$ cat src/design/vcfh_pkg.sv
// Shared types, constants and command codes of the control frame handler.
package vcfh_pkg;

  // Frame geometry.
  localparam int FRAME_LENGTH = 15;
  localparam int IDX_W        = 4;
  localparam int CSUM_POS     = FRAME_LENGTH - 1;
  localparam int PAD_POS      = FRAME_LENGTH;
  localparam int LAST_DATA    = FRAME_LENGTH - 2;

  // Job queue between parser and emitter.
  localparam int QUEUE_DEPTH = 2;
  localparam int QPTR_W      = $clog2(QUEUE_DEPTH);
  localparam int QCNT_W      = $clog2(QUEUE_DEPTH + 1);

  localparam logic [7:0] HDR_BYTE = 8'h0F;

  // Command and argument codes.
  localparam logic [7:0] CMD_FREQ    = 8'h46;  // F
  localparam logic [7:0] CMD_POWER   = 8'h50;  // P
  localparam logic [7:0] CMD_PIT     = 8'h49;  // I
  localparam logic [7:0] CMD_REBOOT  = 8'h52;  // R
  localparam logic [7:0] CMD_RANGE   = 8'h72;  // r
  localparam logic [7:0] CMD_VERSION = 8'h76;  // v
  localparam logic [7:0] CMD_STATUS  = 8'h73;  // s
  localparam logic [7:0] ARG_S       = 8'h53;
  localparam logic [7:0] ARG_T       = 8'h54;

  // Result status codes.
  localparam logic [1:0] ST_LISTEN  = 2'd0;
  localparam logic [1:0] ST_VALID   = 2'd1;
  localparam logic [1:0] ST_ERROR   = 2'd2;
  localparam logic [1:0] ST_TIMEOUT = 2'd3;

  // Reply kinds carried by a job.
  localparam logic [1:0] RPL_NONE    = 2'd0;
  localparam logic [1:0] RPL_RANGE   = 2'd1;
  localparam logic [1:0] RPL_VERSION = 2'd2;
  localparam logic [1:0] RPL_STATUS  = 2'd3;

  // Configuration register indexes.
  localparam int CFG_IDX_W = 3;
  localparam logic [CFG_IDX_W-1:0] REG_MIN_FREQ     = 3'd0;
  localparam logic [CFG_IDX_W-1:0] REG_MAX_FREQ     = 3'd1;
  localparam logic [CFG_IDX_W-1:0] REG_POWER_CAP    = 3'd2;
  localparam logic [CFG_IDX_W-1:0] REG_RACE_POWER   = 3'd3;
  localparam logic [CFG_IDX_W-1:0] REG_TIMEOUT      = 3'd4;
  localparam logic [CFG_IDX_W-1:0] REG_INIT_TIMEOUT = 3'd5;

  // Reset values of the configuration registers.
  localparam logic [15:0] RST_MIN_FREQ     = 16'd5645;
  localparam logic [15:0] RST_MAX_FREQ     = 16'd5945;
  localparam logic [15:0] RST_POWER_CAP    = 16'd400;
  localparam logic [15:0] RST_RACE_POWER   = 16'd0;
  localparam logic [15:0] RST_TIMEOUT      = 16'd300;
  localparam logic [15:0] RST_INIT_TIMEOUT = 16'd1500;

  // Configuration values seen by the datapath.
  typedef struct packed {
    logic [15:0] min_frequency;
    logic [15:0] max_frequency;
    logic [15:0] power_cap;
    logic [15:0] race_power;
    logic [15:0] timeout_ticks;
  } cfg_t;

  // One classified item, handed from parser to emitter.
  typedef struct packed {
    logic [1:0]  status;
    logic [1:0]  kind;
    logic [7:0]  command;
    logic [15:0] frequency;
    logic [15:0] power;
    logic        pit_mode;
    logic        reboot;
    logic [15:0] temperature;
  } job_t;

endpackage

$ cat src/design/vcfh_channels.sv
// Request and response channel interfaces of the control frame handler.
interface vcfh_req_if;
  logic        valid;
  logic        ready;
  logic        req_type;
  logic [7:0]  rx_byte;
  logic [15:0] temperature;

  modport source (output valid, req_type, rx_byte, temperature, input ready);
  modport sink   (input valid, req_type, rx_byte, temperature, output ready);
endinterface

interface vcfh_rsp_if;
  logic        valid;
  logic        ready;
  logic [1:0]  status;
  logic        tx_valid;
  logic [7:0]  tx_byte;
  logic        last;
  logic [15:0] frequency_out;
  logic [15:0] power_setting;
  logic        pit_mode_out;
  logic [15:0] drive_power;
  logic        reboot_request;

  modport source (output valid, status, tx_valid, tx_byte, last, frequency_out,
                  power_setting, pit_mode_out, drive_power, reboot_request,
                  input ready);
  modport sink   (input valid, status, tx_valid, tx_byte, last, frequency_out,
                  power_setting, pit_mode_out, drive_power, reboot_request,
                  output ready);
endinterface

$ cat src/design/vcfh_front.sv
// Frame parser: accepts bytes and ticks, tracks frame state, issues jobs.
module vcfh_front (
  input  logic                 clk,
  input  logic                 rst,
  input  logic                 req_valid,
  output logic                 req_ready,
  input  logic                 req_type,
  input  logic [7:0]           rx_byte,
  input  logic [15:0]          temperature,
  input  logic [15:0]          timeout_ticks,
  input  logic                 full,
  output logic                 push,
  output vcfh_pkg::job_t       job
);

  localparam logic [1:0] PS_SYNC = 2'd0;
  localparam logic [1:0] PS_DATA = 2'd1;
  localparam logic [1:0] PS_CSUM = 2'd2;

  logic [1:0]  parse_state, parse_state_next;
  logic [3:0]  byte_index, byte_index_next;
  logic [7:0]  running_sum, running_sum_next;
  logic [7:0]  command_byte, command_byte_next;
  logic [7:0]  param_low, param_low_next;
  logic [7:0]  param_high, param_high_next;
  logic [15:0] current_frequency, current_frequency_next;
  logic [15:0] configured_power, configured_power_next;
  logic        pit_mode, pit_mode_next;
  logic [15:0] timeout_counter, timeout_counter_next;
  logic [1:0]  status;
  logic [1:0]  kind;
  logic        reboot;

  assign req_ready = !full;
  assign push      = req_valid && !full;

  // Next-state logic for one accepted transaction.
  always_comb begin
    parse_state_next       = parse_state;
    byte_index_next        = byte_index;
    running_sum_next       = running_sum;
    command_byte_next      = command_byte;
    param_low_next         = param_low;
    param_high_next        = param_high;
    current_frequency_next = current_frequency;
    configured_power_next  = configured_power;
    pit_mode_next          = pit_mode;
    timeout_counter_next   = timeout_counter;
    status                 = vcfh_pkg::ST_LISTEN;
    kind                   = vcfh_pkg::RPL_NONE;
    reboot                 = 1'b0;

    if (req_type) begin
      // Timer tick: count down, and on expiry drop back to hunting.
      if (timeout_counter <= 16'd1) begin
        parse_state_next     = PS_SYNC;
        byte_index_next      = '0;
        running_sum_next     = '0;
        timeout_counter_next = timeout_ticks;
        status               = vcfh_pkg::ST_TIMEOUT;
      end else begin
        timeout_counter_next = timeout_counter - 16'd1;
      end
    end else begin
      unique case (parse_state)
        PS_DATA: begin
          if (byte_index == 4'd1) begin
            command_byte_next = rx_byte;
          end else if (byte_index == 4'd2) begin
            param_low_next = rx_byte;
          end else if (byte_index == 4'd3) begin
            param_high_next = rx_byte;
          end
          running_sum_next = running_sum + rx_byte;
          if (byte_index >= 4'(vcfh_pkg::LAST_DATA)) begin
            parse_state_next = PS_CSUM;
          end
          byte_index_next = byte_index + 4'd1;
        end
        PS_CSUM: begin
          if (rx_byte == running_sum) begin
            case (command_byte)
              vcfh_pkg::CMD_FREQ:    current_frequency_next = {param_high, param_low};
              vcfh_pkg::CMD_POWER:   configured_power_next = {param_high, param_low};
              vcfh_pkg::CMD_PIT:     pit_mode_next = (param_low == 8'd0);
              vcfh_pkg::CMD_REBOOT:  reboot = (param_low == vcfh_pkg::ARG_S) &&
                                              (param_high == vcfh_pkg::ARG_T);
              vcfh_pkg::CMD_RANGE:   kind = vcfh_pkg::RPL_RANGE;
              vcfh_pkg::CMD_VERSION: kind = vcfh_pkg::RPL_VERSION;
              vcfh_pkg::CMD_STATUS:  kind = vcfh_pkg::RPL_STATUS;
              default: ;
            endcase
            timeout_counter_next = timeout_ticks;
            status               = vcfh_pkg::ST_VALID;
          end else begin
            status = vcfh_pkg::ST_ERROR;
          end
          parse_state_next = PS_SYNC;
          byte_index_next  = '0;
        end
        default: begin
          // Hunting for a header; the unused state code behaves the same.
          if (rx_byte == vcfh_pkg::HDR_BYTE) begin
            parse_state_next = PS_DATA;
            byte_index_next  = 4'd1;
            running_sum_next = '0;
          end else begin
            parse_state_next = PS_SYNC;
            byte_index_next  = '0;
            status           = vcfh_pkg::ST_ERROR;
          end
        end
      endcase
    end
  end

  // Job descriptor reflects the state after this transaction.
  always_comb begin
    job.status      = status;
    job.kind        = kind;
    job.command     = command_byte;
    job.frequency   = current_frequency_next;
    job.power       = configured_power_next;
    job.pit_mode    = pit_mode_next;
    job.reboot      = reboot;
    job.temperature = temperature;
  end

  // Parser state registers.
  always_ff @(posedge clk) begin
    if (rst) begin
      parse_state       <= PS_SYNC;
      byte_index        <= '0;
      running_sum       <= '0;
      command_byte      <= '0;
      param_low         <= '0;
      param_high        <= '0;
      current_frequency <= '0;
      configured_power  <= '0;
      pit_mode          <= 1'b0;
      timeout_counter   <= vcfh_pkg::RST_INIT_TIMEOUT;
    end else if (push) begin
      parse_state       <= parse_state_next;
      byte_index        <= byte_index_next;
      running_sum       <= running_sum_next;
      command_byte      <= command_byte_next;
      param_low         <= param_low_next;
      param_high        <= param_high_next;
      current_frequency <= current_frequency_next;
      configured_power  <= configured_power_next;
      pit_mode          <= pit_mode_next;
      timeout_counter   <= timeout_counter_next;
    end
  end

endmodule

$ cat src/design/vcfh_queue.sv
// Short job queue that decouples the parser from the reply emitter.
module vcfh_queue (
  input  logic           clk,
  input  logic           rst,
  input  logic           push,
  input  vcfh_pkg::job_t push_job,
  output logic           full,
  input  logic           pop,
  output logic           head_valid,
  output vcfh_pkg::job_t head_job
);

  vcfh_pkg::job_t                  entries [vcfh_pkg::QUEUE_DEPTH];
  logic [vcfh_pkg::QPTR_W-1:0]     wr_ptr;
  logic [vcfh_pkg::QPTR_W-1:0]     rd_ptr;
  logic [vcfh_pkg::QCNT_W-1:0]     count;

  assign full       = (count == vcfh_pkg::QCNT_W'(vcfh_pkg::QUEUE_DEPTH));
  assign head_valid = (count != '0);
  assign head_job   = entries[rd_ptr];

  // Pointer and occupancy tracking.
  always_ff @(posedge clk) begin
    if (rst) begin
      wr_ptr <= '0;
      rd_ptr <= '0;
      count  <= '0;
    end else begin
      if (push) begin
        wr_ptr <= (wr_ptr == vcfh_pkg::QPTR_W'(vcfh_pkg::QUEUE_DEPTH - 1)) ?
                  '0 : wr_ptr + 1'b1;
      end
      if (pop) begin
        rd_ptr <= (rd_ptr == vcfh_pkg::QPTR_W'(vcfh_pkg::QUEUE_DEPTH - 1)) ?
                  '0 : rd_ptr + 1'b1;
      end
      if (push && !pop) begin
        count <= count + 1'b1;
      end else if (pop && !push) begin
        count <= count - 1'b1;
      end
    end
  end

  // Job storage.
  always_ff @(posedge clk) begin
    if (push) begin
      entries[wr_ptr] <= push_job;
    end
  end

endmodule

$ cat src/design/vcfh_back.sv
// Reply emitter: turns each job into one status result or a serialized reply.
module vcfh_back (
  input  logic           clk,
  input  logic           rst,
  input  logic           head_valid,
  input  vcfh_pkg::job_t head_job,
  output logic           pop,
  input  vcfh_pkg::cfg_t cfg,
  vcfh_rsp_if.source     rsp
);

  logic [3:0] pos;
  logic [7:0] sum_acc;
  logic       slot_free;
  logic       load;
  logic       is_reply;
  logic       is_last;
  logic [7:0] payload;
  logic [7:0] tx_byte_c;

  // Payload byte of a reply at a given position, before checksum and pad.
  function automatic logic [7:0] reply_payload(input vcfh_pkg::job_t j,
                                               input vcfh_pkg::cfg_t c,
                                               input logic [3:0] p);
    logic [7:0] b;
    b = 8'd0;
    if (p == 4'd0) begin
      b = vcfh_pkg::HDR_BYTE;
    end else if (p == 4'd1) begin
      b = j.command;
    end else begin
      case (j.kind)
        vcfh_pkg::RPL_RANGE: begin
          case (p)
            4'd2:    b = c.min_frequency[7:0];
            4'd3:    b = c.min_frequency[15:8];
            4'd4:    b = c.max_frequency[7:0];
            4'd5:    b = c.max_frequency[15:8];
            4'd6:    b = c.power_cap[7:0];
            4'd7:    b = c.power_cap[15:8];
            default: b = 8'd0;
          endcase
        end
        vcfh_pkg::RPL_VERSION: begin
          case (p)
            4'd2:    b = j.frequency[7:0];
            4'd3:    b = j.frequency[15:8];
            4'd4:    b = j.power[7:0];
            4'd5:    b = j.power[15:8];
            4'd7:    b = {7'd0, j.pit_mode};
            4'd8:    b = j.power[7:0];
            4'd9:    b = j.power[15:8];
            default: b = 8'd0;
          endcase
        end
        vcfh_pkg::RPL_STATUS: begin
          case (p)
            4'd6:    b = j.temperature[7:0];
            4'd7:    b = j.temperature[15:8];
            default: b = 8'd0;
          endcase
        end
        default: b = 8'd0;
      endcase
    end
    return b;
  endfunction

  assign slot_free = !rsp.valid || rsp.ready;
  assign load      = head_valid && slot_free;
  assign is_reply  = (head_job.kind != vcfh_pkg::RPL_NONE);
  assign is_last   = !is_reply || (pos == 4'(vcfh_pkg::PAD_POS));
  assign pop       = load && is_last;
  assign payload   = reply_payload(head_job, cfg, pos);

  // Checksum slot carries the accumulated sum, the final slot is zero pad.
  always_comb begin
    if (!is_reply) begin
      tx_byte_c = 8'd0;
    end else if (pos == 4'(vcfh_pkg::CSUM_POS)) begin
      tx_byte_c = sum_acc;
    end else if (pos == 4'(vcfh_pkg::PAD_POS)) begin
      tx_byte_c = 8'd0;
    end else begin
      tx_byte_c = payload;
    end
  end

  // Control: output valid, byte position and running reply checksum.
  always_ff @(posedge clk) begin
    if (rst) begin
      rsp.valid <= 1'b0;
      pos       <= '0;
      sum_acc   <= '0;
    end else begin
      if (slot_free) begin
        rsp.valid <= head_valid;
      end
      if (load) begin
        if (is_last) begin
          pos <= '0;
        end else begin
          pos <= pos + 4'd1;
        end
        if (pos == 4'd0) begin
          sum_acc <= '0;
        end else if (pos <= 4'(vcfh_pkg::LAST_DATA)) begin
          sum_acc <= sum_acc + payload;
        end
      end
    end
  end

  // Output payload register.
  always_ff @(posedge clk) begin
    if (load) begin
      rsp.status         <= head_job.status;
      rsp.tx_valid       <= is_reply;
      rsp.tx_byte        <= tx_byte_c;
      rsp.last           <= is_last;
      rsp.frequency_out  <= head_job.frequency;
      rsp.power_setting  <= head_job.power;
      rsp.pit_mode_out   <= head_job.pit_mode;
      rsp.drive_power    <= head_job.pit_mode ? cfg.race_power : head_job.power;
      rsp.reboot_request <= head_job.reboot;
    end
  end

endmodule

$ cat src/design/vtx_control_frame_handler_unit.sv
// Top level of the control frame handler: configuration, parser, queue, emitter.
//
// Usage:
//   req_ch carries one transaction per received serial byte (req_type 0) or
//   per timer tick (req_type 1), with the current temperature alongside.
//   rsp_ch returns the results of each transaction in order: a single result
//   with last set, or for the r, v and s commands a 16-byte reply, one byte
//   per result, the final one with last set.
//   Configuration is written through cfg_we, cfg_index and cfg_data while the
//   block is idle; each write takes effect at the next edge.
// Timing: the first result of a transaction passes through the job queue and
//   the output register before it is offered. The block takes one transaction
//   per cycle while each causes a single result and the receiver keeps up; a
//   reply holds the output for its 16 results, during which the two-entry job
//   queue fills and req_ch.ready drops.
// Reset (rst, synchronous) returns the parser to header search, clears the
//   queue and output, and loads the timeout counter with its initial window.
// When the receiver stalls, the output holds its result, the parser keeps
//   accepting until the job queue is full, and then req_ch.ready goes low.
module vtx_control_frame_handler_unit (
  input  logic                           clk,
  input  logic                           rst,
  vcfh_req_if.sink                       req_ch,
  vcfh_rsp_if.source                     rsp_ch,
  input  logic                           cfg_we,
  input  logic [vcfh_pkg::CFG_IDX_W-1:0] cfg_index,
  input  logic [15:0]                    cfg_data
);

  vcfh_pkg::cfg_t cfg;
  vcfh_pkg::job_t push_job;
  vcfh_pkg::job_t head_job;
  logic           push;
  logic           full;
  logic           pop;
  logic           head_valid;

  // Configuration registers. The initial timeout window only matters at
  // reset, where the counter takes its reset value directly, so writes to
  // it have no lasting effect and are not stored.
  always_ff @(posedge clk) begin
    if (rst) begin
      cfg.min_frequency <= vcfh_pkg::RST_MIN_FREQ;
      cfg.max_frequency <= vcfh_pkg::RST_MAX_FREQ;
      cfg.power_cap     <= vcfh_pkg::RST_POWER_CAP;
      cfg.race_power    <= vcfh_pkg::RST_RACE_POWER;
      cfg.timeout_ticks <= vcfh_pkg::RST_TIMEOUT;
    end else if (cfg_we) begin
      case (cfg_index)
        vcfh_pkg::REG_MIN_FREQ:     cfg.min_frequency <= cfg_data;
        vcfh_pkg::REG_MAX_FREQ:     cfg.max_frequency <= cfg_data;
        vcfh_pkg::REG_POWER_CAP:    cfg.power_cap     <= cfg_data;
        vcfh_pkg::REG_RACE_POWER:   cfg.race_power    <= cfg_data;
        vcfh_pkg::REG_TIMEOUT:      cfg.timeout_ticks <= cfg_data;
        vcfh_pkg::REG_INIT_TIMEOUT: ;
        default: ;
      endcase
    end
  end

  // Parser front end.
  vcfh_front u_front (
    .clk           (clk),
    .rst           (rst),
    .req_valid     (req_ch.valid),
    .req_ready     (req_ch.ready),
    .req_type      (req_ch.req_type),
    .rx_byte       (req_ch.rx_byte),
    .temperature   (req_ch.temperature),
    .timeout_ticks (cfg.timeout_ticks),
    .full          (full),
    .push          (push),
    .job           (push_job)
  );

  // Job queue.
  vcfh_queue u_queue (
    .clk        (clk),
    .rst        (rst),
    .push       (push),
    .push_job   (push_job),
    .full       (full),
    .pop        (pop),
    .head_valid (head_valid),
    .head_job   (head_job)
  );

  // Reply emitter.
  vcfh_back u_back (
    .clk        (clk),
    .rst        (rst),
    .head_valid (head_valid),
    .head_job   (head_job),
    .pop        (pop),
    .cfg        (cfg),
    .rsp        (rsp_ch)
  );

endmodule

$ cat src/flat_wrapper.sv
// flat-port wrapper written by rule: the top's interface ports become plain ports
module vtx_control_frame_handler_unit_flat 
  (clk, rst, cfg_we, cfg_index, cfg_data, req_ch_valid, req_ch_req_type, req_ch_rx_byte, req_ch_temperature, req_ch_ready, rsp_ch_valid, rsp_ch_status, rsp_ch_tx_valid, rsp_ch_tx_byte, rsp_ch_last, rsp_ch_frequency_out, rsp_ch_power_setting, rsp_ch_pit_mode_out, rsp_ch_drive_power, rsp_ch_reboot_request, rsp_ch_ready);
  vcfh_req_if req_ch_i ();
  vcfh_rsp_if rsp_ch_i ();
  input  logic clk;
  input  logic rst;
  input  logic cfg_we;
  input  logic [vcfh_pkg::CFG_IDX_W-1:0] cfg_index;
  input  logic [15:0] cfg_data;
  input wire logic [$bits(req_ch_i.valid)-1:0] req_ch_valid;
  input wire logic [$bits(req_ch_i.req_type)-1:0] req_ch_req_type;
  input wire logic [$bits(req_ch_i.rx_byte)-1:0] req_ch_rx_byte;
  input wire logic [$bits(req_ch_i.temperature)-1:0] req_ch_temperature;
  output wire logic [$bits(req_ch_i.ready)-1:0] req_ch_ready;
  output wire logic [$bits(rsp_ch_i.valid)-1:0] rsp_ch_valid;
  output wire logic [$bits(rsp_ch_i.status)-1:0] rsp_ch_status;
  output wire logic [$bits(rsp_ch_i.tx_valid)-1:0] rsp_ch_tx_valid;
  output wire logic [$bits(rsp_ch_i.tx_byte)-1:0] rsp_ch_tx_byte;
  output wire logic [$bits(rsp_ch_i.last)-1:0] rsp_ch_last;
  output wire logic [$bits(rsp_ch_i.frequency_out)-1:0] rsp_ch_frequency_out;
  output wire logic [$bits(rsp_ch_i.power_setting)-1:0] rsp_ch_power_setting;
  output wire logic [$bits(rsp_ch_i.pit_mode_out)-1:0] rsp_ch_pit_mode_out;
  output wire logic [$bits(rsp_ch_i.drive_power)-1:0] rsp_ch_drive_power;
  output wire logic [$bits(rsp_ch_i.reboot_request)-1:0] rsp_ch_reboot_request;
  input wire logic [$bits(rsp_ch_i.ready)-1:0] rsp_ch_ready;
  assign req_ch_i.valid = req_ch_valid;
  assign req_ch_i.req_type = req_ch_req_type;
  assign req_ch_i.rx_byte = req_ch_rx_byte;
  assign req_ch_i.temperature = req_ch_temperature;
  assign req_ch_ready = req_ch_i.ready;
  assign rsp_ch_valid = rsp_ch_i.valid;
  assign rsp_ch_status = rsp_ch_i.status;
  assign rsp_ch_tx_valid = rsp_ch_i.tx_valid;
  assign rsp_ch_tx_byte = rsp_ch_i.tx_byte;
  assign rsp_ch_last = rsp_ch_i.last;
  assign rsp_ch_frequency_out = rsp_ch_i.frequency_out;
  assign rsp_ch_power_setting = rsp_ch_i.power_setting;
  assign rsp_ch_pit_mode_out = rsp_ch_i.pit_mode_out;
  assign rsp_ch_drive_power = rsp_ch_i.drive_power;
  assign rsp_ch_reboot_request = rsp_ch_i.reboot_request;
  assign rsp_ch_i.ready = rsp_ch_ready;
  vtx_control_frame_handler_unit u_core (.clk(clk), .rst(rst), .req_ch(req_ch_i), .rsp_ch(rsp_ch_i), .cfg_we(cfg_we), .cfg_index(cfg_index), .cfg_data(cfg_data));
endmodule
$ cat config.mk
export PLATFORM = sky130hd
export DESIGN_NAME = vtx_control_frame_handler_unit_flat
export DESIGN_NICKNAME = d
export VERILOG_FILES = /design/src/design/vcfh_pkg.sv /design/src/design/vcfh_channels.sv /design/src/design/vcfh_front.sv /design/src/design/vcfh_queue.sv /design/src/design/vcfh_back.sv /design/src/design/vtx_control_frame_handler_unit.sv /design/src/flat_wrapper.sv
export SDC_FILE = /design/constraint.sdc
export NUM_CORES = 1
export LEC_CHECK = 0
export ABC_AREA = 1
export BUFFER_PORTS_ARGS = -buffer_cell sky130_fd_sc_hd__buf_4
export CAP_MARGIN = 25
export CORE_UTILIZATION = 47
export CTS_CLUSTER_SIZE = 30
export DETAILED_ROUTE_END_ITERATION = 6
export SETUP_SLACK_MARGIN = 0.4
export SYNTH_ARGS = -nofsm -noshare
export SYNTH_HDL_FRONTEND = slang
export SYNTH_SLANG_ARGS = --single-unit
$ cat constraint.sdc
create_clock -name clk -period 9.67 [get_ports clk]
set_input_delay 1.934 -clock clk [delete_from_list [all_inputs] [get_ports clk]]
set_output_delay 1.934 -clock clk [all_outputs]
set_load 0.1 [all_outputs]
==> impl_summary.txt, run 1 <==
----------------------------------------------------
[Outcome]
  Status ... complete, but fails checks
  Failing checks ... design-rule violations

[Route]
  Remaining number of nets flagged by the antenna check after routing ... 0
  Number of design-rule violations left by the first detailed-router iteration ... 1,052
  Sum of routed wire segments on met1 ... 19,700 microns
  Via-to-Cell Ratio ... 5.26
  Total wire length ... ~43,000 microns
  Drt first pass iters ... 7
  Total DRC errors in the routed layout ... 3
  Highest metal layer with signal wires ... met4
  Routed wire length per instance ... between 15 and 20 microns
  Met3 wirelength from detailed routing ... 2430 microns
  Routed length on met2 ... 20,000 microns
  Total number of vias ... ~13,000

[Worst setup path]
  Biggest cell delay along the critical path ... 570 ps
  Slowest CP cell ... inv_4
  Most used cell along the critical path ... nand2_1
  Max Fanout on Critical Path ... 60
  Cell-by-cell listing of the critical path ... buf_4, inv_4, or2_4, o21ai_4, inv_6, nor2_8, o21ai_1, nand3_1, nand2_1, nand3_2, ha_1, a21oi_1, nand2_1, nand2_1, nand2_1, a21oi_1, nor2_1, inv_1, nand2_1, a21oi_1, nand3_1, nand3_1, a21oi_2
  Kind of cell adding the most delay to the critical path ... simple AND/OR/NAND/NOR gates
  Data arrival at the endpoint of the critical path ... 4450 ps
  Kind of critical path ... reg2reg
  Total buffers and inverters traversed by the critical path ... 4
  Crit path capture type ... flop
  Launching element type of the critical path ... flop
  Worst R2R Setup Slack ... 5600 ps
  Endpoint required time on the critical path ... just over 10,000 ps

[Synth]
  Predominant post-synthesis flop cell ... edfxtp_1
  Proportion of register bits with asynchronous set or reset after synthesis ... 0%
  Flip-flop and latch count after synthesis ... 371
  Cell types with the highest counts after synthesis ... nand2_1, o21ai_0, edfxtp_1
  Cell with the most instances after synthesis ... nand2_1
  Library cell occupying the most area in the post-synthesis netlist ... edfxtp_1
  Area contributors post-synth ... edfxtp_1, dfxtp_1, nand2_1, o21ai_0, inv_1
  Number of distinct standard cells referenced by the synthesized netlist ... 57
  Gate Count Post-Synth ... 1,836
  Synthesized net count ... about 1,900
  Number of enable-type register cells in the synthesized netlist ... 186
  Fraction of the yosys area taken by sequential cells ... a little under three fifths
  Post-synthesis area per instance ... 8.88 sq um
  Share of the synthesized area in the top cell type ... 34.2%
  Mapped Area ... between 15,000 and 20,000 sq um
  Count of synthesis-stage warnings from yosys ... 0

[Timing]
  Total Neg Setup Slack ... 0 ps
  Clock period minus worst slack ... ~4000 ps
  Setup repair after global routing missed its margin ... false
  Final Skew ... 14.0 ps
  Hold Violations, Final ... 0
  Transition time at the pin with the least slew margin ... around 900 ps
  Final count of pins violating max slew ... 0
  Slew margin rel. ... 39.9%
  Post-route fraction of the period consumed by the critical path ... 42.1%
  Fmax ... 246 MHz
  Final setup viols ... 0

[Global routing]
  Wire length of the first global-routing pass ... 66,800 microns
  Antenna violations before repair ... 3
  Via count of the first global-routing pass ... 11,700
  Pin count of the biggest net entering global routing ... 121
  Global Route Usage Sum ... 24.3%
  Total congestion overflow after global routing ... 0

[Hold path]
  Worst Min Path Start ... u_core.u_queue.rd_ptr
  Class of the most critical hold timing path ... reg2reg

[CTS]
  Count of instances resized after the clock tree is built ... 0
  Worst-skew pair later-pin latency ... approximately 530 ps
  Clk pin slew, worst setup/hold paths ... 50 ps
  CTS H-tree depth ... 2
  Number of buffers added to fix hold violations after cts ... 0
  TritonCTS Buffers ... 42
  Longest Clk Path Bufs ... 3
  Clock tree from TritonCTS ... yes
  Clk sinks ... around 370
  Buffer cell driving the clock tree root ... clkbuf_16
  Setup repair bufs after CTS ... 0

[Floorplan]
  Horizontal die dimension ... 188 microns
  I/O pin count ... 113
  Die Ht ... between 150 and 200 microns
  Core area ... about 34,000 sq um
  Total die area ... 35,500 sq um
  Site row count ... 67
  Starting Density ... between 40% and 50%

[Placed design]
  Gp weighted congestion ... 0.889
  IO buf count ... about 110
  Detailed placement HPWL ... 29,300 microns

[Power]
  Power per unit of standard cell area ... 320 nW/um^2
  Total design power ... 6.06 mW
  Worst IR drop on VDD ... 0.372 mV
  Leak ... 7.81 nW

[Layout]
  Number of inserted filler cells in the final layout ... 3,070
  NumNets Final ... 2,009
  Synth-to-layout area growth ... 16.2%
  Ratio of cells with drive above 1 in the final layout ... between 10% and 20%

[Flow run]
  Reported max-cap violation count ... 0

----------------------------------------------------
==> cells in the final DEF, fill, tap and decap left out, types with 7 or more instances in the layout <==
master	n
nor2_4	11
a21oi_1	124
dfxtp_1	184
nor2_1	167
or2_2	7
nand2_1	439
o21ai_0	189
nor2_2	10
clkbuf_16	43
buf_4	122
edfxtp_1	186
ha_1	28
inv_1	181
nand3_1	78
nand4_1	25
clkinv_2	9
inv_2	9
o211ai_1	7
a31oi_1	8
o21ai_1	17
nor3_1	9
a22o_1	7
==> final timing paths <==
| kind | end | depth (start not counted) |
|---|---|---|
| max | u_core.u_back.sum_acc[7] | 23 |
| min reg2reg | flop | 1 |
| max reg2reg | u_core.u_back.sum_acc[7] | 23 |
| min | flop | 1 |
==> cell type report <==
type	instances	area, sq um	area share, %
Antenna cell	3	7.51	0.0396
Inverter	196	748	3.95
Clock inverter	23	275	1.45
Tap cell	448	561	2.96
Multi-Input combinational cell	1194	5940	31.3
Timing Repair Buffer	125	973	5.13
Clock buffer	54	1170	6.16
Sequential cell	371	9290	49.0
==> kinds of logic (layout without fill, tap and decap cells) <==
| group | Yosys count | in the layout | synth area share, % |
|---|---|---|---|
| xor+xnor | 7 | 7 | 0.376 |
| simple gates | 780 | 780 | 20.9 |
| flops | 371 | 371 | 56.9 |
| fa+ha+maj | 30 | 30 | 2.39 |
| compound gates | 375 | 375 | 12.5 |
| mux | 2 | 2 | 0.123 |
| buf+inv | 271 | 398 | 6.76 |
| other cells | 0 | 3 | 0 |
==> state kept, by name, indices dropped and copies added (netlist names), 2 cells and up, named ones only <==
register and flops:
u_core.u_back.rsp.frequency_out 16, u_core.u_front.param_low 8, u_core.u_front.running_sum 8, u_core.u_queue.count 2, u_core.u_front.byte_index 4, u_core.cfg 80
u_core.u_back.rsp.tx_byte 8, u_core.u_front.param_high 8, u_core.u_front.timeout_counter 16, u_core.u_front.configured_power 16, u_core.u_front.parse_state 2, u_core.u_front.current_frequency 16
u_core.u_back.rsp.status 2, u_core.u_back.rsp.power_setting 16, u_core.u_back.pos 4, u_core.u_queue.entries 124, u_core.u_back.rsp.drive_power 16, u_core.u_back.sum_acc 8
u_core.u_front.command_byte 8
==> routing by layer <==
| layer | vias to the layer above | GRT usage (%) |
|---|---|---|
| met2 | 355 | 38.2 |
| met1 | 5982 | 34.7 |
| met3 | 68 | 3.35 |
| met4 | 0 | 7.82 |
| li1 | 6283 | - |
| met5 | - | 0 |
==> power breakdown <==
group / internal [mW] / leakage, nW / switching (mW)
registers: 2.05 / 3.29 / 0.104
logic: 0.436 / 3.82 / 1.84
clock network: 1.01 / 0.703 / 0.628
total: 3.49 / 7.81 / 2.57
==> metrics by stage <==
stage	cell area [sq um]	hold slack, ps	instances	utilization (%)	setup WS, ps
5_1_grt	19000	482	2412	56.0	5340
4_1_cts	18900	458	2410	55.9	5610
3_5_place_dp	17500	445	2333	51.6	5410
6_report	19000	452	2414	56.0	5600
3_3_place_gp	17500	425	2331	51.5	5030
2_1_floorplan	16300	424	1836	-	4060
No activity file was read; power rests on OpenSTA's default activity.
==> run 2, diff against run 1 <==
==> constraint.sdc (replaced) <==
create_clock -name clk -period 4.15 [get_ports clk]
set_input_delay 0.83 -clock clk [delete_from_list [all_inputs] [get_ports clk]]
set_output_delay 0.83 -clock clk [all_outputs]
set_load 0.1 [all_outputs]
==> impl_summary.txt, run 2 (synthesis results as in run 1) <==
----------------------------------------------------
[Layout]
  Most flop-heavy register ... u_core.u_queue.entries (unchanged)
  Synth-to-layout area growth ... 15.9% (was 16.2%)
  Number of inserted filler cells in the final layout ... 3,056 (was 3,070)
  Ratio of cells with drive above 1 in the final layout ... 13.3% (about the same)
  NumNets Final ... 2,015 (was 2,009)
  Highest-count cells in the layout ignoring fill and taps ... nand2_1, o21ai_0, edfxtp_1 (unchanged)
  Final instance count without filler cells ... 2,418 (was 2,414)
  Flip-flop count of the largest register after layout ... 124 (unchanged)
  Most common cell after layout, fill and taps aside ... nand2_1 (unchanged)
  Largest registers ... u_core.u_queue.entries: 124 flops, u_core.cfg: 80 flops (unchanged)
  Final design area excluding fillers ... 18,900 sq um (was 19,000 sq um)

[Global routing]
  Global Route Usage Sum ... 24.3% (about the same)
  Total congestion overflow after global routing ... 0 (unchanged)
  Via count of the first global-routing pass ... 11,500 (was 11,700)
  Antenna violations before repair ... 1 (was 3)
  Wire length of the first global-routing pass ... 66,400 microns (was 66,800 microns)
  Pin count of the biggest net entering global routing ... 72 (was 121)

[Route]
  Drt first pass iters ... 6 (was 7)
  Total DRC errors in the routed layout ... 0 (was 3)
  Total wire length ... 43,100 microns (was 43,300 microns)
  Number of design-rule violations left by the first detailed-router iteration ... 1,265 (was 1,052)
  Via-to-Cell Ratio ... 5.24 (was 5.26)
  Routed wire length per instance ... 17.8 microns (was 17.9 microns)
  Total number of vias ... 12,700 (about the same)
  Remaining number of nets flagged by the antenna check after routing ... 0 (unchanged)

[Hold path]
  Class of the most critical hold timing path ... reg2reg (unchanged)

[Floorplan]
  Horizontal die dimension ... 188 microns (unchanged)
  Site row count ... 67 (unchanged)
  Core area ... 33,900 sq um (unchanged)
  I/O pin count ... 113 (unchanged)
  Starting Density ... 48.2% (unchanged)
  Total die area ... 35,500 sq um (unchanged)
  Die Ht ... 188 microns (unchanged)

[Worst setup path]
  Total buffers and inverters traversed by the critical path ... 5 (was 4)
  Max Fanout on Critical Path ... 10 (was 60)
  Most used cell along the critical path ... nand2_1 (unchanged)
  Endpoint required time on the critical path ... 4540 ps (was 10,050 ps)
  Data arrival at the endpoint of the critical path ... 3840 ps (was 4450 ps)
  Crit path capture type ... flop (unchanged)
  Slowest CP cell ... dfxtp_2 (was inv_4)
  Kind of critical path ... reg2reg (unchanged)
  Kind of cell adding the most delay to the critical path ... simple AND/OR/NAND/NOR gates (unchanged)
  Launching element type of the critical path ... flop (unchanged)
  Biggest cell delay along the critical path ... 370 ps (was 570 ps)

[Power]
  Power per unit of standard cell area ... 738 nW/um^2 (was 320 nW/um^2)
  Worst IR drop on VDD ... 0.758 mV (was 0.372 mV)
  Leak ... 7.80 nW (was 7.81 nW)
  Total design power ... 14.0 mW (was 6.06 mW)

[Timing]
  Setup repair after global routing missed its margin ... false (unchanged)
  Fmax ... 290 MHz (was 246 MHz)
  Final count of pins violating max slew ... 0 (unchanged)
  Total Neg Setup Slack ... 0 ps (unchanged)
  Transition time at the pin with the least slew margin ... 905 ps (was 898 ps)
  Clock period minus worst slack ... 3450 ps (was 4070 ps)
  Post-route fraction of the period consumed by the critical path ... 83.1% (was 42.1%)
  Final setup viols ... 0 (unchanged)
  Final Skew ... 18.2 ps (was 14.0 ps)
  Slew margin rel. ... 39.7% (was 39.9%)
  Hold Violations, Final ... 0 (unchanged)
  Final worst slack ... 702 ps (was 5600 ps)

[CTS]
  Worst-skew pair later-pin latency ... 540 ps (was 530 ps)
  Number of buffers added to fix hold violations after cts ... 0 (unchanged)
  Longest Clk Path Bufs ... 3 (unchanged)
  CTS H-tree depth ... 2 (unchanged)
  Clock tree from TritonCTS ... yes (unchanged)
  Clk pin slew, worst setup/hold paths ... 60 ps (was 50 ps)
  TritonCTS Buffers ... 42 (unchanged)
  Clk sinks ... 371 (unchanged)
  Buffer cell driving the clock tree root ... clkbuf_16 (unchanged)

[Placed design]
  Gp weighted congestion ... 0.932 (was 0.889)
  Placed insts ... 2,338 (was 2,333)
  IO buf count ... 112 (unchanged)
  Detailed placement HPWL ... 30,200 microns (was 29,300 microns)
  Worst-case setup slack after placement ... 627 ps (was 5410 ps)
  Total cell area at the placement stage ... 17,500 sq um (about the same)

[Flow run]
  Reported max-cap violation count ... 0 (unchanged)

[Outcome]
  Status ... finished, final reports clean (was complete, but fails checks)

----------------------------------------------------
[run 2: cell types whose count changed in the layout (fill, tap and decap cells not counted), sizes merged]
| cell | delta |
|---|---|
| diode | -2 |
| bufinv | -3 |
| clkinv | +3 |
| clkinvlp | -2 |
| inv | +2 |
| buf | +6 |
[run 2: worst reg2reg max path: cells and delay by family (launching register included)]
| family | cells | cell delay [ps] |
|---|---|---|
| simple gates | 13 | 1010 |
| compound gates | 5 | 710 |
| fa+ha+maj | 2 | 600 |
| buf+inv | 5 | 590 |
| flops | 1 | 370 |
[run 2: path summary, 6_finish.rpt]
kind / to / cells after the start / slack [ps] / startpoint
setup reg to reg: u_core.u_back.sum_acc[7] / 25 / 700 / u_core.u_back.pos[0]
hold reg to reg: u_core.cfg[20] / 2 / 450 / u_core.cfg[20]
hold / removal: u_core.cfg[20] / 2 / 450 / u_core.cfg[20]
setup / recovery: u_core.u_back.sum_acc[7] / 25 / 700 / u_core.u_back.pos[0]
[run 2: power breakdown]
part | internal (mW) | switching, mW | total [mW]
logic | 1.03 | 4.28 | 5.32
registers | 4.77 | 0.258 | 5.02
clock network | 2.14 | 1.47 | 3.62
[run 2: stage by stage]
| stage | hold slack (ps) | util, % |
|---|---|---|
| final | 455 | 55.8 |
| after global routing | 466 | 55.8 |
| after CTS | 448 | 55.7 |
| after detailed placement | 443 | 51.8 |
| after global placement | 435 | 51.8 |
| after floorplan | 424 | - |
[run 2: layer usage]
metal  global-route usage, %  share of wire [%]  up-vias
li1                        -                  -     6294
met1                    34.3                 45     5839
met2                    37.6                 45      435
met3                    3.74                6.7       99
met4                    9.71                3.7        0
met5                       0                  0        -
[run 2: cell type report]
cell class | instances | area, sq um | area share (%)
flip-flops and latches | 371 | 9290 | 49.1
multi-input cells | 1194 | 5940 | 31.4
clock buffers | 54 | 1150 | 6.07
repair buffers | 131 | 1020 | 5.40
inverters | 196 | 748 | 3.96
well taps | 448 | 561 | 2.96
clock inverters | 23 | 201 | 1.07
diodes | 1 | 2.50 | 0.0132
[run 2: repair_timing]
action / 4_1_cts / 5_1_grt
setup endpoints to repair: 0 / 2
setup buffers: 0 / 2
resized for setup: 0 / 4
==> run 3, diff against run 2 <==
==> constraint.sdc (replaced) <==
create_clock -name clk -period 3.6 [get_ports clk]
set_input_delay 0.72 -clock clk [delete_from_list [all_inputs] [get_ports clk]]
set_output_delay 0.72 -clock clk [all_outputs]
set_load 0.1 [all_outputs]
==> impl_summary.txt, run 3 (synthesis results as in run 1) <==
----------------------------------------------------
[Floorplan]
  Site row count ... 67 (unchanged)
  I/O pin count ... 113 (unchanged)
  Die Ht ... 188 microns (unchanged)
  Horizontal die dimension ... 188 microns (unchanged)
  Starting Density ... 48.2% (unchanged)
  Total die area ... 35,500 sq um (unchanged)
  Core area ... 33,900 sq um (unchanged)

[Layout]
  Final design area excluding fillers ... 19,400 sq um (was 18,900 sq um)
  Flip-flop count of the largest register after layout ... 124 (unchanged)
  Number of inserted filler cells in the final layout ... 3,080 (was 3,056)
  Highest-count cells in the layout ignoring fill and taps ... nand2_1, edfxtp_1, o21ai_0 (was nand2_1, o21ai_0, edfxtp_1)
  Utilization after layout ... 57.3% (was 55.8%)
  Largest registers ... u_core.u_queue.entries: 124 flops, u_core.cfg: 80 flops (unchanged)
  Synth-to-layout area growth ... 18.9% (was 15.9%)
  Ratio of cells with drive above 1 in the final layout ... 16.3% (was 13.3%)
  Most flop-heavy register ... u_core.u_queue.entries (unchanged)
  Most common cell after layout, fill and taps aside ... nand2_1 (unchanged)
  Number of antenna cells inserted ... 0 (was 1)
  NumNets Final ... 2,046 (was 2,015)

[CTS]
  Clk pin slew, worst setup/hold paths ... 60 ps (about the same)
  Number of buffers added to fix hold violations after cts ... 0 (unchanged)
  Longest Clk Path Bufs ... 3 (unchanged)
  Clk sinks ... 371 (unchanged)
  TritonCTS Buffers ... 40 (was 42)
  Buffer cell driving the clock tree root ... clkbuf_16 (unchanged)
  CTS H-tree depth ... 2 (unchanged)
  Clock tree from TritonCTS ... yes (unchanged)
  Worst-skew pair later-pin latency ... 550 ps (was 540 ps)

[Worst setup path]
  Cell-by-cell listing of the critical path ... inv_4, ha_4, inv_4, nor3_4, buf_4, buf_4, nand2_1, nand4_1, o21ai_2, nand3_1, nand2_1, nand3_2, ha_4, a21oi_4, o31ai_4, and2_1, o21ai_1, nand2_1, a21oi_1, o21ai_0, a21oi_1
  Slowest CP cell ... dfxtp_4 (was dfxtp_2)
  Worst reg2reg path depth ... 21 (was 25)
  Max Fanout on Critical Path ... 5 (was 10)
  Crit path capture type ... flop (unchanged)
  Total buffers and inverters traversed by the critical path ... 4 (was 5)
  Data arrival at the endpoint of the critical path ... 3520 ps (was 3840 ps)
  Launching element type of the critical path ... flop (unchanged)
  R2r endpoint ... u_core.u_back.sum_acc[6] (was u_core.u_back.sum_acc[7])
  Kind of cell adding the most delay to the critical path ... compound AO/OA/AOI/OAI gates (was simple AND/OR/NAND/NOR gates)
  Endpoint required time on the critical path ... 4060 ps (was 4540 ps)
  Kind of critical path ... reg2reg (unchanged)
  Most used cell along the critical path ... nand2_1 (unchanged)
  Worst R2R Setup Slack ... 540 ps (was 700 ps)
  Origin of the critical flop-to-flop path ... u_core.u_back.pos[0] (unchanged)
  Biggest cell delay along the critical path ... 390 ps (was 370 ps)

[Timing]
  Clock period minus worst slack ... 3060 ps (was 3450 ps)
  Fmax ... 327 MHz (was 290 MHz)
  Transition time at the pin with the least slew margin ... 941 ps (was 905 ps)
  Final count of pins violating max slew ... 0 (unchanged)
  Fin Hold WS ... 361 ps (was 455 ps)
  Setup repair after global routing missed its margin ... false (unchanged)
  Final Skew ... 21.6 ps (was 18.2 ps)
  Total Neg Setup Slack ... 0 ps (unchanged)
  Final setup viols ... 0 (unchanged)
  Post-route fraction of the period consumed by the critical path ... 84.9% (was 83.1%)
  Hold Violations, Final ... 0 (unchanged)
  Slew margin rel. ... 37.3% (was 39.7%)

[Global routing]
  Via count of the first global-routing pass ... 11,500 (about the same)
  Pin count of the biggest net entering global routing ... 121 (was 72)
  Global Route Usage Sum ... 24.5% (was 24.3%)
  Total congestion overflow after global routing ... 0 (unchanged)
  Antenna violations before repair ... 0 (was 1)
  Wire length of the first global-routing pass ... 66,700 microns (was 66,400 microns)

[Outcome]
  Status ... finished, final reports clean (unchanged)

[Placed design]
  Detailed placement HPWL ... 30,500 microns (was 30,200 microns)
  Gp weighted congestion ... 0.917 (was 0.932)
  Total cell area at the placement stage ... 17,600 sq um (was 17,500 sq um)
  IO buf count ... 112 (unchanged)

[Route]
  Total wire length ... 44,200 microns (was 43,100 microns)
  Total number of vias ... 12,800 (was 12,700)
  Drt first pass iters ... 5 (was 6)
  Number of design-rule violations left by the first detailed-router iteration ... 1,219 (was 1,265)
  Via-to-Cell Ratio ... 5.24 (about the same)
  Remaining number of nets flagged by the antenna check after routing ... 0 (unchanged)
  Total DRC errors in the routed layout ... 0 (unchanged)
  Routed wire length per instance ... 18.1 microns (was 17.8 microns)

[Flow run]
  Reported max-cap violation count ... 0 (unchanged)

[Power]
  Power per unit of standard cell area ... 852 nW/um^2 (was 738 nW/um^2)
  Total design power ... 16.5 mW (was 14.0 mW)
  Worst IR drop on VDD ... 0.980 mV (was 0.758 mV)
  Leak ... 7.98 nW (was 7.80 nW)

[Hold path]
  Hold Crit Endpoint ... u_core.u_queue.entries[0][1] (was u_core.cfg[20])
  Count of cells along the worst hold path ... 1 (was 2)
  Class of the most critical hold timing path ... in2reg (was reg2reg)
  Worst Min Path Start ... req_ch_temperature[1] (was u_core.cfg[20])

----------------------------------------------------
run 3: through the flow:
stage,setup WS [ps],cells
finish,542,2447
global route,372,2447
CTS,413,2429
detailed placement,107,2346
global placement,177,2346
floorplan,436,1836
run 3: layout make-up:
class / instances / area, sq um / share of cell area [%]
Sequential cell: 371 / 9310 / 48.0
Multi-Input combinational cell: 1194 / 6100 / 31.5
Timing Repair Buffer: 164 / 1330 / 6.85
Clock buffer: 54 / 1110 / 5.70
Inverter: 196 / 756 / 3.90
Tap cell: 448 / 561 / 2.89
Clock inverter: 20 / 233 / 1.20
run 3: worst max-delay path by stage:
stage                                    start                       end  slack (ps)  cells after the start
after detailed placement  u_core.u_back.pos[0]  u_core.u_back.sum_acc[6]         110                     20
after floorplan                   rsp_ch_ready  u_core.u_back.sum_acc[6]         440                     10
after global placement    u_core.u_back.pos[0]  u_core.u_back.sum_acc[6]         180                     20
after global routing      u_core.u_back.pos[0]  u_core.u_back.sum_acc[6]         370                     21
after CTS                 u_core.u_back.pos[0]  u_core.u_back.sum_acc[6]         410                     21
final                     u_core.u_back.pos[0]  u_core.u_back.sum_acc[6]         540                     21
run 3: power breakdown:
| group | switching, mW | internal, mW | total, mW | leakage [nW] |
|---|---|---|---|---|
| logic | 5.09 | 1.44 | 6.53 | 4.04 |
| clock network | 1.70 | 2.47 | 4.17 | 0.648 |
| registers | 0.324 | 5.50 | 5.82 | 3.30 |
| total | 7.11 | 9.41 | 16.5 | 7.98 |
run 3: worst reg2reg max path, cell delays in order, from the launching register on:
cell and delay (ps):
dfxtp_4 390, inv_4 50, ha_4 170, inv_4 80
nor3_4 60, buf_4 150, buf_4 140, nand2_1 50
nand4_1 110, o21ai_2 190, nand3_1 100, nand2_1 80
nand3_2 110, ha_4 290, a21oi_4 170, o31ai_4 90
and2_1 170, o21ai_1 130, nand2_1 80, a21oi_1 140
o21ai_0 100, a21oi_1 130
run 3: per-layer routing:
metal  track usage (%)  vias to the layer above  routed length (microns)
li1                  -                     6369                        -
met1              35.4                     6039                    20600
met2              38.9                      351                    20500
met3              3.30                       64                     2240
met4              6.17                        0                      875
met5                 0                        -                        0
run 3: what timing repair did:
action | in CTS | in global routing
setup endpoints to repair | 3 | 3
gates cloned | 0 | 1
gates resized for setup | 16 | 34
pin swaps | 4 | 20
setup buffers | 9 | 17
